### config.mk
export PLATFORM = sky130hd
export DESIGN_NAME = avg_cordic
export DESIGN_NICKNAME = d
export VERILOG_FILES = /design/src/rtl/avg_pkg.sv /design/src/rtl/avg_cordic.sv
export SDC_FILE = /design/constraint.sdc
export NUM_CORES = 1
export LEC_CHECK = 0
export BUFFER_PORTS_ARGS = -buffer_cell sky130_fd_sc_hd__buf_4
export CAP_MARGIN = 40
export CORE_UTILIZATION = 29
export DETAILED_ROUTE_END_ITERATION = 8
export GPL_ROUTABILITY_DRIVEN = 0
export GPL_TIMING_DRIVEN = 0
export PLACE_DENSITY = 0.53
export SYNTH_ARGS = -nofsm -noshare
export SYNTH_HDL_FRONTEND = slang
export SYNTH_SLANG_ARGS = --single-unit
### constraint.sdc
create_clock -name clk -period 13.2 [get_ports clk]
set_input_delay 0.66 -clock clk [delete_from_list [all_inputs] [get_ports clk]]
set_output_delay 0.66 -clock clk [all_outputs]
set_load 0.005 [all_outputs]
### src/rtl/avg_pkg.sv
// ----------------------------------------------------------------------------
// avg_pkg
// Shared widths, mode codes, rotation constants and the arctangent table
// for the arc vertex generator.
// ----------------------------------------------------------------------------
package avg_pkg;

	localparam int COORD_W = 24;
	localparam int RAD_W   = 23;
	localparam int ANG_W   = 16;
	localparam int SWEEP_W = 18;
	localparam int SEG_W   = 6;
	localparam int TRIG_W  = 32;
	localparam int Z_W     = 33;
	localparam int NUM_W   = 26;
	localparam int MAG_W   = 25;
	localparam int DEN_W   = SEG_W + 1;
	localparam int TABLE_LEN = 24;
	localparam int K_W     = 5;
	localparam int PROD_W  = RAD_W + 1 + TRIG_W;

	// request modes
	localparam logic [1:0] FUNC_OPEN   = 2'd0;
	localparam logic [1:0] FUNC_CLOSE  = 2'd1;
	localparam logic [1:0] FUNC_FILL   = 2'd2;
	localparam logic [1:0] FUNC_CIRCLE = 2'd3;

	// 1/K in Q30
	localparam logic signed [TRIG_W-1:0] INV_GAIN = 32'sd652032874;

	localparam logic signed [SWEEP_W-1:0] FULL_TURN = 18'sd65536;

	typedef struct packed {
		logic signed [TRIG_W-1:0] cos_v;
		logic signed [TRIG_W-1:0] sin_v;
	} trig_t;

	// atan(2^-k), 2^32 = one turn
	function automatic logic [31:0] atan_turn(input logic [K_W-1:0] k);
		logic [31:0] v;
		unique case (k)
			5'd0:  v = 32'd536870912;
			5'd1:  v = 32'd316933406;
			5'd2:  v = 32'd167458907;
			5'd3:  v = 32'd85004756;
			5'd4:  v = 32'd42667331;
			5'd5:  v = 32'd21354465;
			5'd6:  v = 32'd10679838;
			5'd7:  v = 32'd5340245;
			5'd8:  v = 32'd2670163;
			5'd9:  v = 32'd1335087;
			5'd10: v = 32'd667544;
			5'd11: v = 32'd333772;
			5'd12: v = 32'd166886;
			5'd13: v = 32'd83443;
			5'd14: v = 32'd41722;
			5'd15: v = 32'd20861;
			5'd16: v = 32'd10430;
			5'd17: v = 32'd5215;
			5'd18: v = 32'd2608;
			5'd19: v = 32'd1304;
			5'd20: v = 32'd652;
			5'd21: v = 32'd326;
			5'd22: v = 32'd163;
			5'd23: v = 32'd81;
			default: v = 32'd0;
		endcase
		return v;
	endfunction

endpackage

### src/rtl/avg_cordic.sv
// ----------------------------------------------------------------------------
// avg_cordic
// Rotation-mode CORDIC, one micro-rotation per cycle, giving cos and sin
// in Q30 of a 16-bit phase.
// ----------------------------------------------------------------------------
module avg_cordic #(
	parameter int ITERS = 16
) (
	input  logic                          clk,
	input  logic                          arst_n,
	input  logic                          start,
	input  logic [avg_pkg::ANG_W-1:0]     phase,
	output logic                          done,
	output avg_pkg::trig_t                trig
);

	localparam int ITERS_EFF = (ITERS > avg_pkg::TABLE_LEN) ? avg_pkg::TABLE_LEN : ITERS;

	logic                                busy_q;
	logic                                done_q;
	logic [avg_pkg::K_W-1:0]             k_q;
	logic [1:0]                          quad_q;
	logic signed [avg_pkg::TRIG_W-1:0]   x_q;
	logic signed [avg_pkg::TRIG_W-1:0]   y_q;
	logic signed [avg_pkg::Z_W-1:0]      z_q;

	logic signed [avg_pkg::TRIG_W-1:0]   dx;
	logic signed [avg_pkg::TRIG_W-1:0]   dy;
	logic signed [avg_pkg::Z_W-1:0]      at;

	assign dx = y_q >>> k_q;
	assign dy = x_q >>> k_q;
	assign at = $signed({1'b0, avg_pkg::atan_turn(k_q)});

	always_ff @(posedge clk or negedge arst_n) begin
		if (!arst_n) begin
			busy_q <= 1'b0;
			done_q <= 1'b0;
			k_q    <= '0;
		end else begin
			done_q <= 1'b0;
			if (start) begin
				busy_q <= 1'b1;
				k_q    <= '0;
			end else if (busy_q) begin
				k_q <= k_q + avg_pkg::K_W'(1);
				if (k_q == avg_pkg::K_W'(ITERS_EFF - 1)) begin
					busy_q <= 1'b0;
					done_q <= 1'b1;
				end
			end
		end
	end

	always_ff @(posedge clk) begin
		if (start) begin
			quad_q <= phase[avg_pkg::ANG_W-1 -: 2];
			z_q    <= $signed({3'b000, phase[avg_pkg::ANG_W-3:0], 16'h0000});
			x_q    <= avg_pkg::INV_GAIN;
			y_q    <= '0;
		end else if (busy_q) begin
			if (!z_q[avg_pkg::Z_W-1]) begin
				x_q <= x_q - dx;
				y_q <= y_q + dy;
				z_q <= z_q - at;
			end else begin
				x_q <= x_q + dx;
				y_q <= y_q - dy;
				z_q <= z_q + at;
			end
		end
	end

	// fold the first-quadrant result back to the full turn
	always_comb begin
		unique case (quad_q)
			2'd0: begin
				trig.cos_v = x_q;
				trig.sin_v = y_q;
			end
			2'd1: begin
				trig.cos_v = -y_q;
				trig.sin_v = x_q;
			end
			2'd2: begin
				trig.cos_v = -x_q;
				trig.sin_v = -y_q;
			end
			default: begin
				trig.cos_v = y_q;
				trig.sin_v = -x_q;
			end
		endcase
	end

	assign done = done_q;

endmodule

==> impl_results.md <==
- Fill cell total of the finished layout: 6274
- Effective utilization at floorplan: 29.5%
- Number of buffers on the longest clock path: 2
- First-pass GRT wire length: 117000 µm
- Sw Ratio: a little over half
- Number of nets still failing antenna checks after routing: 0
- Category of the most critical setup path: flip-flop to flip-flop
- P&R area growth vs syn: 12.0%
- Ys Warns: 0
- Leakage: 8.10 nW
- Synth area leader: dfxtp_1
- Endpoint class of the critical path: flip-flop
- Avg Inst Size Synth: approximately 7.7 µm²
- Wire per inst: approximately 25 µm
- Insertion delay of the later-clocked pin in the worst-skew pair: 420 ps
- Layout cell share with drive strength beyond 1: approximately 11%
- Setup TNS after final layout: 0 ps
- Die Span Y: ~250 µm
- Top FF cell, synth: dfxtp_1
- RSZ-0062 raised after global routing: false
- Site row count: 89
- Synth Net Count: 2417
- Library cells used by synthesis: 90
- Pwr Density: 323 nW/µm²
- # IOs: 84
- Worst-case setup slack after placement: 5320 ps
- Worst-Margin Slew: just over 1000 ps
- Max-slew violations: 0
- Commonest cells in the netlist: nor2_1 (246), nand2_1 (216), a21oi_1 (191)
- Overall power: around 6.3 mW
- Headroom to the max-slew limit: 31.4%
- Die X-Extent: roughly 250 µm
- GRT Overall Usage: 25.4%
- Drt drc: 20
- Core region area: 59200 µm²
- Most numerous cell in the Yosys netlist: nor2_1
- Post-cts resize count: 0
- CP arrival: between 8000 and 9000 ps
- Post-synth ARST share: 6.60%
- IO Port Bufs: 83
- Clock tree from TritonCTS: yes
- Routed Wire Length: 79000 µm
- Top-area cell type share of the netlist area: 9.51%
- FF-to-FF path depth: 23
- RR Endpoint: y_q[30]
- Synth Instances: 2282
- Deepest level of the CTS H-tree: 3
- Total number of vias: ~19000
- Number of search-and-repair iterations in the first detailed-routing pass: 9
- Setup crit start kind: flip-flop
- Clock net sink count: 106
- Number of enable flip-flop cells after synthesis: 16
- MaxCap Viol Count: 0
- Post-CTS setup buffer count: 0
- IR Drop Worst-Case VDD: 0.109 mV
- Reg clk slew, reported paths: 90 ps
- Initial antenna violation count: 1
- P_sw: 3.42 mW
- Post-DP HPWL: 62000 µm
- Violated checks: design-rule violations
- Worst-case register-to-register setup slack: about 5000 ps
- Area of the die: roughly 60000 µm²
- Worst hold path class: input pin to asynchronous set/reset pin
- Hold Vio Cnt, Final: 0
- Part of the total power dissipated in combinational logic: 84.9%
- Post-Route Skew: 24.2 ps
- Register bit total from synthesis: around 110
- Fin nets: 2527
- Worst reg2reg path startpoint: k_q[1]
- Dominant cells by area after synthesis: dfxtp_1 (9.5%), xnor2_1 (8.3%), ha_1 (8.1%), mux4_2 (6.7%), a21oi_1 (5.5%)
- Pin count of the biggest net entering global routing: 20
- Violation count after the first detailed-routing iteration: approximately 2600
- Sequential-to-total area share from yosys stat: 13.3%
- Clock root buffer: clkbuf_16
- Hold-fix buffers, CTS: 0
- Finish-stage setup viols: 0
- Fmax: about 120 MHz
- Total overflow reported by the global router: 0
- Cts bufs inserted: 9
- Final critical path time including I/O delays and setup: 8210 ps
- Largest fanout of any net on the critical path: 10
- Routed via count divided by cell count: 6.06
- Inserted Diodes: 0
- Seq pwr share: 10.2%
- Required time of the worst setup path: approximately 14000 ps
- Post-synthesis cell area: 17500 µm²
- Run status: complete, but fails checks
- Internal power component: 2.89 mW
- Clock network power share: 4.9%
- Final worst setup slack: 4990 ps
- Final clock period utilization by the worst path: 62.2%
- Via count of the first global-routing pass: 18600
## power by group through the flow
stage	clock (mW)	sequential (mW)	combinational, mW
floorplan	0	0.576	3.92
global placement	0	0.642	5.11
detailed placement	0	0.646	5.20
CTS	0.318	0.639	5.24
global route	0.326	0.659	5.83
finish	0.307	0.647	5.36
## per-layer routing
layer / GRT usage, % / routed length, µm
met5: 0.318 / 0
met4: 14.5 / 4980
met3: 7.60 / 8940
met2: 38.2 / 33200
met1: 32.0 / 31900
## flip-flops by register name (all words and copies together), names as in the netlist
register,flops
x_q,32
y_q,32
done,1
k_q,5
busy_q,1
z_q,33
quad_q,2
## how the worst max path moves through the flow
stage / startpoint / end / slack (ps) / depth (start not counted)
floorplan: k_q[1] / z_q[31] / 7210 / 27
global placement: k_q[1] / y_q[31] / 5370 / 22
detailed placement: k_q[1] / y_q[31] / 5320 / 22
CTS: k_q[1] / y_q[31] / 5280 / 22
global route: k_q[1] / y_q[30] / 4580 / 24
finish: k_q[1] / y_q[30] / 4990 / 23
## cells in the final DEF (no fill, tap or decap), drive strengths merged, types with 52 or more instances in the layout
master / count
xnor2: 165
a21o: 57
ha: 113
o21ai: 160
a21oi: 191
nand2: 216
buf: 164
clkbuf: 133
nor2: 246
inv: 52
mux2i: 88
mux4: 65
xor2: 84
dfxtp: 83
## cell type report
class                      count  area (µm²)  share of cell area (%)
inverter                      48         180                   0.921
clock inverter                 6        53.8                   0.275
buffer                       188         833                    4.26
timing repair buffer          99         818                    4.18
clock buffer                  10         250                    1.28
tap                          773         967                    4.94
multi-input combinational   1940       14100                    72.3
sequential                   106        2320                    11.8
## cells by family after synthesis
group	synth area share [%]
AOI/OAI and AO/OA	24.7
xor gates and xnor gates	12.5
adders and majority gates	8.44
buffers and inverters	5.80
DFF	13.3
muxes	16.1
and+or+nand+nor	19.2
## worst max-delay path: stages, from the launching register on
cell and delay (ps):
dfrtp_1 470, buf_2 330, clkbuf_1 490, buf_1 770, mux4_2 410, mux2_2 320, a221oi_1 690, ha_1 300
nor3b_1 430, and4_1 330, nand2_1 100, nor4b_1 430, a21oi_1 160, xnor2_1 220, ha_1 290, clkbuf_1 260
nand4_1 140, or2_2 330, o31ai_1 520, a41o_1 300, o41ai_1 110, o21ai_0 340, o41ai_1 130, a41o_1 230
## metrics by stage
step / hold WS [ps] / std cells / util (%) / area, µm²
2_1_floorplan: 364 / 2282 / - / 17500
3_3_place_gp: 444 / 3138 / 32.2 / 19100
3_5_place_dp: 456 / 3154 / 32.5 / 19300
5_1_grt: 50.0 / 3170 / 33.0 / 19600
4_1_cts: 37.8 / 3170 / 33.0 / 19600
6_report: 59.4 / 3170 / 33.0 / 19600
No activity file was read; power rests on OpenSTA's default activity.
