===== src/rtl/avg_pkg.sv =====
// ----------------------------------------------------------------------------
// avg_pkg
// Shared widths, mode codes, rotation constants and the arctangent table
// for the arc vertex generator.
// ----------------------------------------------------------------------------
package avg_pkg;

	localparam int COORD_W = 24;
	localparam int RAD_W   = 23;
	localparam int ANG_W   = 16;
	localparam int SWEEP_W = 18;
	localparam int SEG_W   = 6;
	localparam int TRIG_W  = 32;
	localparam int Z_W     = 33;
	localparam int NUM_W   = 26;
	localparam int MAG_W   = 25;
	localparam int DEN_W   = SEG_W + 1;
	localparam int TABLE_LEN = 24;
	localparam int K_W     = 5;
	localparam int PROD_W  = RAD_W + 1 + TRIG_W;

	// request modes
	localparam logic [1:0] FUNC_OPEN   = 2'd0;
	localparam logic [1:0] FUNC_CLOSE  = 2'd1;
	localparam logic [1:0] FUNC_FILL   = 2'd2;
	localparam logic [1:0] FUNC_CIRCLE = 2'd3;

	// 1/K in Q30
	localparam logic signed [TRIG_W-1:0] INV_GAIN = 32'sd652032874;

	localparam logic signed [SWEEP_W-1:0] FULL_TURN = 18'sd65536;

	typedef struct packed {
		logic signed [TRIG_W-1:0] cos_v;
		logic signed [TRIG_W-1:0] sin_v;
	} trig_t;

	// atan(2^-k), 2^32 = one turn
	function automatic logic [31:0] atan_turn(input logic [K_W-1:0] k);
		logic [31:0] v;
		unique case (k)
			5'd0:  v = 32'd536870912;
			5'd1:  v = 32'd316933406;
			5'd2:  v = 32'd167458907;
			5'd3:  v = 32'd85004756;
			5'd4:  v = 32'd42667331;
			5'd5:  v = 32'd21354465;
			5'd6:  v = 32'd10679838;
			5'd7:  v = 32'd5340245;
			5'd8:  v = 32'd2670163;
			5'd9:  v = 32'd1335087;
			5'd10: v = 32'd667544;
			5'd11: v = 32'd333772;
			5'd12: v = 32'd166886;
			5'd13: v = 32'd83443;
			5'd14: v = 32'd41722;
			5'd15: v = 32'd20861;
			5'd16: v = 32'd10430;
			5'd17: v = 32'd5215;
			5'd18: v = 32'd2608;
			5'd19: v = 32'd1304;
			5'd20: v = 32'd652;
			5'd21: v = 32'd326;
			5'd22: v = 32'd163;
			5'd23: v = 32'd81;
			default: v = 32'd0;
		endcase
		return v;
	endfunction

endpackage


===== src/rtl/avg_div.sv =====
// ----------------------------------------------------------------------------
// avg_div
// Restoring divider, one quotient bit per cycle. Gives the low bits of
// floor(num / den) for a signed numerator and a positive denominator.
// ----------------------------------------------------------------------------
module avg_div (
	input  logic                               clk,
	input  logic                               arst_n,
	input  logic                               start,
	input  logic signed [avg_pkg::NUM_W-1:0]   num,
	input  logic [avg_pkg::DEN_W-1:0]          den,
	output logic                               done,
	output logic [avg_pkg::ANG_W-1:0]          quot
);

	logic                          busy_q;
	logic                          done_q;
	logic [4:0]                    cnt_q;
	logic [avg_pkg::MAG_W-1:0]     mag_q;
	logic [avg_pkg::DEN_W-1:0]     rem_q;
	logic [avg_pkg::DEN_W-1:0]     den_q;
	logic                          neg_q;

	logic [avg_pkg::NUM_W-1:0]     num_abs;
	logic [avg_pkg::DEN_W:0]       wide;
	logic                          fits;
	logic [avg_pkg::DEN_W:0]       rem_wide;
	logic [avg_pkg::ANG_W-1:0]     q_lo;

	assign num_abs  = num[avg_pkg::NUM_W-1] ? avg_pkg::NUM_W'(-num) : avg_pkg::NUM_W'(num);
	assign wide     = {rem_q, mag_q[avg_pkg::MAG_W-1]};
	assign fits     = wide >= {1'b0, den_q};
	assign rem_wide = fits ? (wide - {1'b0, den_q}) : wide;

	always_ff @(posedge clk or negedge arst_n) begin
		if (!arst_n) begin
			busy_q <= 1'b0;
			done_q <= 1'b0;
			cnt_q  <= '0;
		end else begin
			done_q <= 1'b0;
			if (start) begin
				busy_q <= 1'b1;
				cnt_q  <= '0;
			end else if (busy_q) begin
				cnt_q <= cnt_q + 5'd1;
				if (cnt_q == 5'(avg_pkg::MAG_W - 1)) begin
					busy_q <= 1'b0;
					done_q <= 1'b1;
				end
			end
		end
	end

	always_ff @(posedge clk) begin
		if (start) begin
			mag_q <= num_abs[avg_pkg::MAG_W-1:0];
			rem_q <= '0;
			den_q <= den;
			neg_q <= num[avg_pkg::NUM_W-1];
		end else if (busy_q) begin
			mag_q <= {mag_q[avg_pkg::MAG_W-2:0], fits};
			rem_q <= rem_wide[avg_pkg::DEN_W-1:0];
		end
	end

	// floor for negative numerators: -Q when exact, -Q-1 otherwise
	assign q_lo = mag_q[avg_pkg::ANG_W-1:0];
	assign quot = neg_q ? (~q_lo + avg_pkg::ANG_W'(rem_q == '0)) : q_lo;
	assign done = done_q;

endmodule


===== config.mk =====
export PLATFORM = sky130hd
export DESIGN_NAME = avg_div
export DESIGN_NICKNAME = d
export VERILOG_FILES = /design/src/rtl/avg_pkg.sv /design/src/rtl/avg_div.sv
export SDC_FILE = /design/constraint.sdc
export NUM_CORES = 1
export LEC_CHECK = 0
export BUFFER_PORTS_ARGS = -buffer_cell sky130_fd_sc_hd__clkbuf_2
export CAP_MARGIN = 20
export CORE_MARGIN = 2
export CORE_UTILIZATION = 61
export CTS_CLUSTER_SIZE = 8
export DETAILED_ROUTE_END_ITERATION = 12
export GPL_TIMING_DRIVEN = 0
export PLACE_DENSITY = 0.86
export SYNTH_ARGS = -nofsm -noshare
export SYNTH_HDL_FRONTEND = slang
export SYNTH_SLANG_ARGS = --single-unit

===== constraint.sdc =====
create_clock -name clk -period 7.7 [get_ports clk]
set_clock_uncertainty 0.2 [all_clocks]
set_input_delay 0.77 -clock clk [delete_from_list [all_inputs] [get_ports clk]]
set_output_delay 0.77 -clock clk [all_outputs]
set_load 0.02 [all_outputs]

==> flow_summary.toml, run 1 <==
[status]
status = "finished, final reports clean"

[timing]
worst_pin_slew_ns = 0.638
fin_tns_setup_ns = 0
finalCriticalPeriod_ns = 3.89
hold_violations = 0
maxSlewViolCount = 0
slew_headroom = 0.571
fmax_ghz = 0.257
setup_viol = 0
rsz0062_at_grt = "false"
fin_crit_sh = 0.505

[drt]
dr_total_vias = 2712
drc = 0
vias_per_cell = 5.81
wl_per_cell_um = 14.9
wirelength_um = 6970
drt_first_iter_violations = 149
ant_nets = 0
dr.pass1.iters = 4

[clocking]
ctsHoldBuffers = 0
clk_pin_slew_worst_paths_ns = 0.08
tritoncts = "built"
clk_latency_ns = 0.30
post_cts_resized = 0
cts_num_sinks = 47
cts_root_buf = "clkbuf_8"
clock_path_buffers = 2
postCtsSetupBuffers = 0
htreeDepth = 2
numCtsBuffers = 5

[worst_setup_path]
cp_max_fo = 4
critPathRequiredTime_ns = 6.73
reg2reg_to = "rem_q[5]"
rr_startpoint = "mag_q[24]"
worstSetupEndpointType = "primary output"
r2r_slack_ns = 5.03
crit_start = "rem_q[2]"
setup.worst_path.end = "quot[14]"
r2r_cells = 9
start_kind = "flip-flop"
worstSetupPathType = "reg2out"
arrival_ns = 2.92

[floorplanning]
start_util = 0.626
num_rows = 26
die_w_um = 76.0
die_area_um2 = 5770
core_area_um2 = 5040
die_y_um = 76.0
ios = 53

[min_path]
hp-class = "in2async"

[placed_design]
numPortBuffers = 52
place.gp.congestion = 0.917
dpl.hpwl_um = 5410
post-place-cells = 459
placed_cell_area_um2 = 3510

[global_routing]
grt_pass1_vias = 2654
grt_max_degree = 26
grt.total_usage = 0.258
grt_first_pass_wirelength_um = 12100
overflow = 0
antenna_found_initial = 0

[synthesis]
synth.distinct_cells = 49
synthFlopType = "edfxtp_1"
post_synth_main_area_contributors = "edfxtp_1 (31%), xor2_1 (6.1%), dfrtp_1 (5.5%)"
synth_fa_ha_area_frac = 0.0578
syn-num-nets = 387
post_synth_xor_area_fraction = 0.116
async_reset_ff_frac = 0.149
syn_area_um2 = 3160
syn_avg_cell_area_um2 = 9.37
synth_top_area_share = 0.314
synthSimpleGateAreaFrac = 0.189
synth_edf_count = 33
ys_seq_elements = 47
ys_warn_count = 0
syn_inst = 337
synthMuxAreaShare = 0.0372
synth_top_family_by_area = "simple AND/OR/NAND/NOR gates"
yosysSeqAreaShare = 0.414
synth_compound_area_frac = 0.147
synth_top_area_cell = "edfxtp_1"

[layout]
syn_to_final_growth_pct = 13.9
diodes = 0
stdcell_area_um2 = 3600
stdcell_count = 467
layout.nets = 446
drive_gt1_frac = 0.186

[power_and_ir_drop]
ir_worst_vdd_mv = 0.118
power_mw = 0.806
power_density_nw_per_um2 = 224
leakage_nw = 1.44

[flow_run]
cap_violations = 0
cells by family after synthesis:
kind of cell / count (synthesis)
DFF: 47
AOI/OAI and AO/OA: 74
xor gates and xnor gates: 42
and+or+nand+nor: 116
adders and majority gates: 14
buffers and inverters: 33
muxes: 11
metrics by stage:
step | hold slack [ns] | util | setup slack [ns]
floorplan | 0.274 | - | 4.58
global placement | 0.308 | 0.695 | 4.13
detailed placement | 0.311 | 0.695 | 4.11
CTS | 0.0925 | 0.713 | 3.78
global route | 0.0946 | 0.713 | 3.49
finish | 0.0944 | 0.713 | 3.81
state kept, by name, summed over array words and instances, names as in the netlist:
register / count
neg_q: 1
den_q: 7
mag_q: 25
cnt_q: 5
rem_q: 7
done: 1
busy_q: 1
synth_stat cells (all sizes together), types with 7 or more instances:
master,number
nand2,22
o21ai,18
inv,19
dfrtp,7
dfxtp,7
ha,13
clkbuf,10
nor2,41
nor3,8
edfxtp,33
a21oi,27
xor2,22
xnor2,20
o31ai,9
cell type report:
| class | count | area (um^2) |
|---|---|---|
| Clock buffer | 7 | 86.3 |
| Clock inverter | 1 | 5.00 |
| Inverter | 19 | 71.3 |
| Tap cell | 70 | 87.6 |
| Timing Repair Buffer | 52 | 260 |
| Multi-Input combinational cell | 257 | 1730 |
| Sequential cell | 47 | 1310 |
| Fill cell | 384 | 1450 |
| Buffer | 14 | 52.6 |
layout by cell type (no fill, tap or decap), types with 7 or more instances in the layout:
cell	instances
xnor2_1	20
o31ai_1	9
nor2_1	41
dfxtp_1	7
dfrtp_1	7
clkbuf_1	11
nand2_1	22
edfxtp_1	33
xor2_1	22
nor3_1	7
o21ai_0	18
a21oi_1	27
ha_1	13
clkbuf_2	52
inv_1	19
where the power goes:
part	total, mW	switching [mW]	internal [mW]
registers	0.343	0.0320	0.311
clock network	0.153	0.0805	0.0726
logic	0.310	0.179	0.131
total	0.806	0.292	0.514
worst min-delay path by stage:
stage             start  endpoint
3_5_place_dp   rem_q[5]  rem_q[6]
4_1_cts          arst_n  cnt_q[1]
2_1_floorplan    arst_n    busy_q
6_report         arst_n      done
5_1_grt          arst_n      done
3_3_place_gp   rem_q[5]  rem_q[6]
per-layer routing:
metal / wire [um] / GRT usage / up-vias
li1: - / - / 1339
met1: 3150 / 0.345 / 1293
met2: 3380 / 0.438 / 73
met3: 364 / 0.0488 / 7
met4: 67 / 0.0618 / 0
met5: 0 / 0 / -
worst max-delay path, stage by stage (launching register included):
cell and delay [ns]:
dfxtp_1 0.35, or4_1 0.52, nor4_1 0.43, ha_1 0.28, ha_1 0.22, nand3_1 0.16
o31ai_1 0.33, xnor2_1 0.15, clkbuf_2 0.19
Power figures use the tool's default switching activity.
==> run 2: changes to the inputs <==
CORE_UTILIZATION = 57   (was 61)
PLACE_DENSITY = 0.81   (was 0.86)
clock period = 3.7 ns   (was 7.7 ns; I/O delays follow)
==> run 2 against run 1 <==
Register-to-register slack lost 4.0 ns. Critical endpoint unchanged. Largest power group unchanged. Highest routed layer unchanged. Final area grew 0.94%. Final cell count grew 0.64%. Global-route usage shrank 1.2 points. Total power grew 120%. Routed wire length grew 3.0%. Die area grew 6.7%. Largest cell class unchanged.
==> flow_summary.toml, run 2 (synthesis results as in run 1) <==
[global_routing]
antenna_found_initial = 0
grt.total_usage = 0.247
grt_first_pass_wirelength_um = 12000
overflow = 0
grt_pass1_vias = 2617
grt_max_degree = 26

[timing]
fmax_ghz = 0.287
fin_tns_setup_ns = 0
setup_ws_ns = 0.220
rsz0062_at_grt = "false"
finalCriticalPeriod_ns = 3.48
slew_headroom = 0.554
hold_violations = 0
holdWs_ns = 0.0331
fin_crit_sh = 0.941
setup_viol = 0
worst_pin_slew_ns = 0.663
maxSlewViolCount = 0

[clocking]
htreeDepth = 2
postCtsSetupBuffers = 0
cts_num_sinks = 47
ctsHoldBuffers = 1
clk_latency_ns = 0.30
clock_path_buffers = 2
clk_pin_slew_worst_paths_ns = 0.09
numCtsBuffers = 5
cts_root_buf = "clkbuf_8"
post_cts_resized = 0
tritoncts = "built"

[placed_design]
dpl.hpwl_um = 5440
post-place-cells = 461
numPortBuffers = 52
pre_cts_ws_ns = 0.555
place.gp.congestion = 0.891

[worst_setup_path]
crit_start = "rem_q[2]"
slowest_stage = "or4_1"
rr_startpoint = "rem_q[0]"
crit_family = "simple AND/OR/NAND/NOR gates"
path_buf_inv = 1
critPathRequiredTime_ns = 3.13
worstSetupPathType = "reg2out"
critPathMaxStageDelay_ns = 0.53
crit_top_cell = "ha_1"
path_cells = "or4_1, nor4_1, ha_1, ha_1, nand3_1, o31ai_1, xnor2_1, clkbuf_2"
arrival_ns = 2.91
worstSetupEndpointType = "primary output"
cp_max_fo = 4
start_kind = "flip-flop"

[power_and_ir_drop]
power_density_nw_per_um2 = 482
power_mw = 1.75
ir_worst_vdd_mv = 0.274
leakage_nw = 1.46

[layout]
final_cell_mix = "clkbuf_2 (52), nor2_1 (41), edfxtp_1 (33)"
stdcell_count = 470
fillCellCount = 444
syn_to_final_growth_pct = 15.0
layout.nets = 447
largest_reg_flops = 25
seq_area_um2 = 1310
multi_input_area_um2 = 1730
mostFrequentLayoutCell = "clkbuf_2"
diodes = 0
drive_gt1_frac = 0.188
top_regs = "mag_q x25, den_q x7, rem_q x7"
largest-register = "mag_q"

[drt]
drt_first_iter_violations = 207
wl_per_cell_um = 15.3
vias_per_cell = 5.82
ant_nets = 0
wirelength_um = 7180
dr_total_vias = 2737
dr.pass1.iters = 5
drc = 0

[status]
status = "finished, final reports clean"

[min_path]
hp-start = "den[3]"
hp-class = "in2reg"

[floorplanning]
die_area_um2 = 6150
ios = 53
core_area_um2 = 5440
die_y_um = 78.4
die_w_um = 78.4
num_rows = 27
start_util = 0.581

[flow_run]
cap_violations = 0
## run 2: cell types whose count changed in the layout (fill, tap and decap cells not counted)
cell           change
dlygate4sd3_1      +1
clkbuf_1           -1
bufinv_16          +1
clkinv_4           +1
clkbuf_8           -1
## run 2: where the power goes
| part | total [mW] | switching (mW) | internal (mW) | leakage, nW |
|---|---|---|---|---|
| Clock | 0.383 | 0.182 | 0.201 | 0.0581 |
| Sequential | 0.714 | 0.0673 | 0.647 | 0.483 |
| Combinational | 0.654 | 0.379 | 0.275 | 0.917 |
| Total | 1.75 | 0.628 | 1.12 | 1.46 |
## run 2: layer usage
metal  wire length [um]  share of wire  global-route usage  vias up
met5                  0              0                   0        -
met4                 52         0.0072              0.0421        0
met3                420          0.059              0.0379        6
met2               3620           0.50               0.437       93
met1               3090           0.43               0.325     1300
li1                   -              -                   -     1338
## run 2: path summary, 6_finish.rpt
check / endpoint / slack, ns / depth (start not counted)
max reg2reg: rem_q[5] / 1.02 / 8
max in group asynchronous: busy_q / 2.91 / 2
min reg2reg: rem_q[6] / 0.33 / 2
max: quot[14] / 0.22 / 8
min: den_q[3] / 0.03 / 1
min in group asynchronous: cnt_q[4] / 0.22 / 2
## run 2: worst register-to-register path, stage by stage (launching register included)
cell	delay (ns)
dfxtp_1	0.44
inv_1	0.10
fa_1	0.46
nand2b_1	0.20
a211oi_1	0.27
or3_1	0.14
clkbuf_1	0.30
o21ai_0	0.20
a311oi_1	0.29
## run 2: area by class of cell
cell class	instances	share of cell area
buffer	14	0.0145
clock buffer	5	0.0190
clock inverter	3	0.0121
inverter	19	0.0196
multi-input combinational	257	0.476
sequential	47	0.360
tap	72	0.0248
timing repair buffer	53	0.0744
## run 2: through the flow
stage	instance area, um^2	utilization
after floorplan	3160	-
after global placement	3510	0.645
after detailed placement	3510	0.645
after CTS	3630	0.668
after global routing	3630	0.668
final	3630	0.668
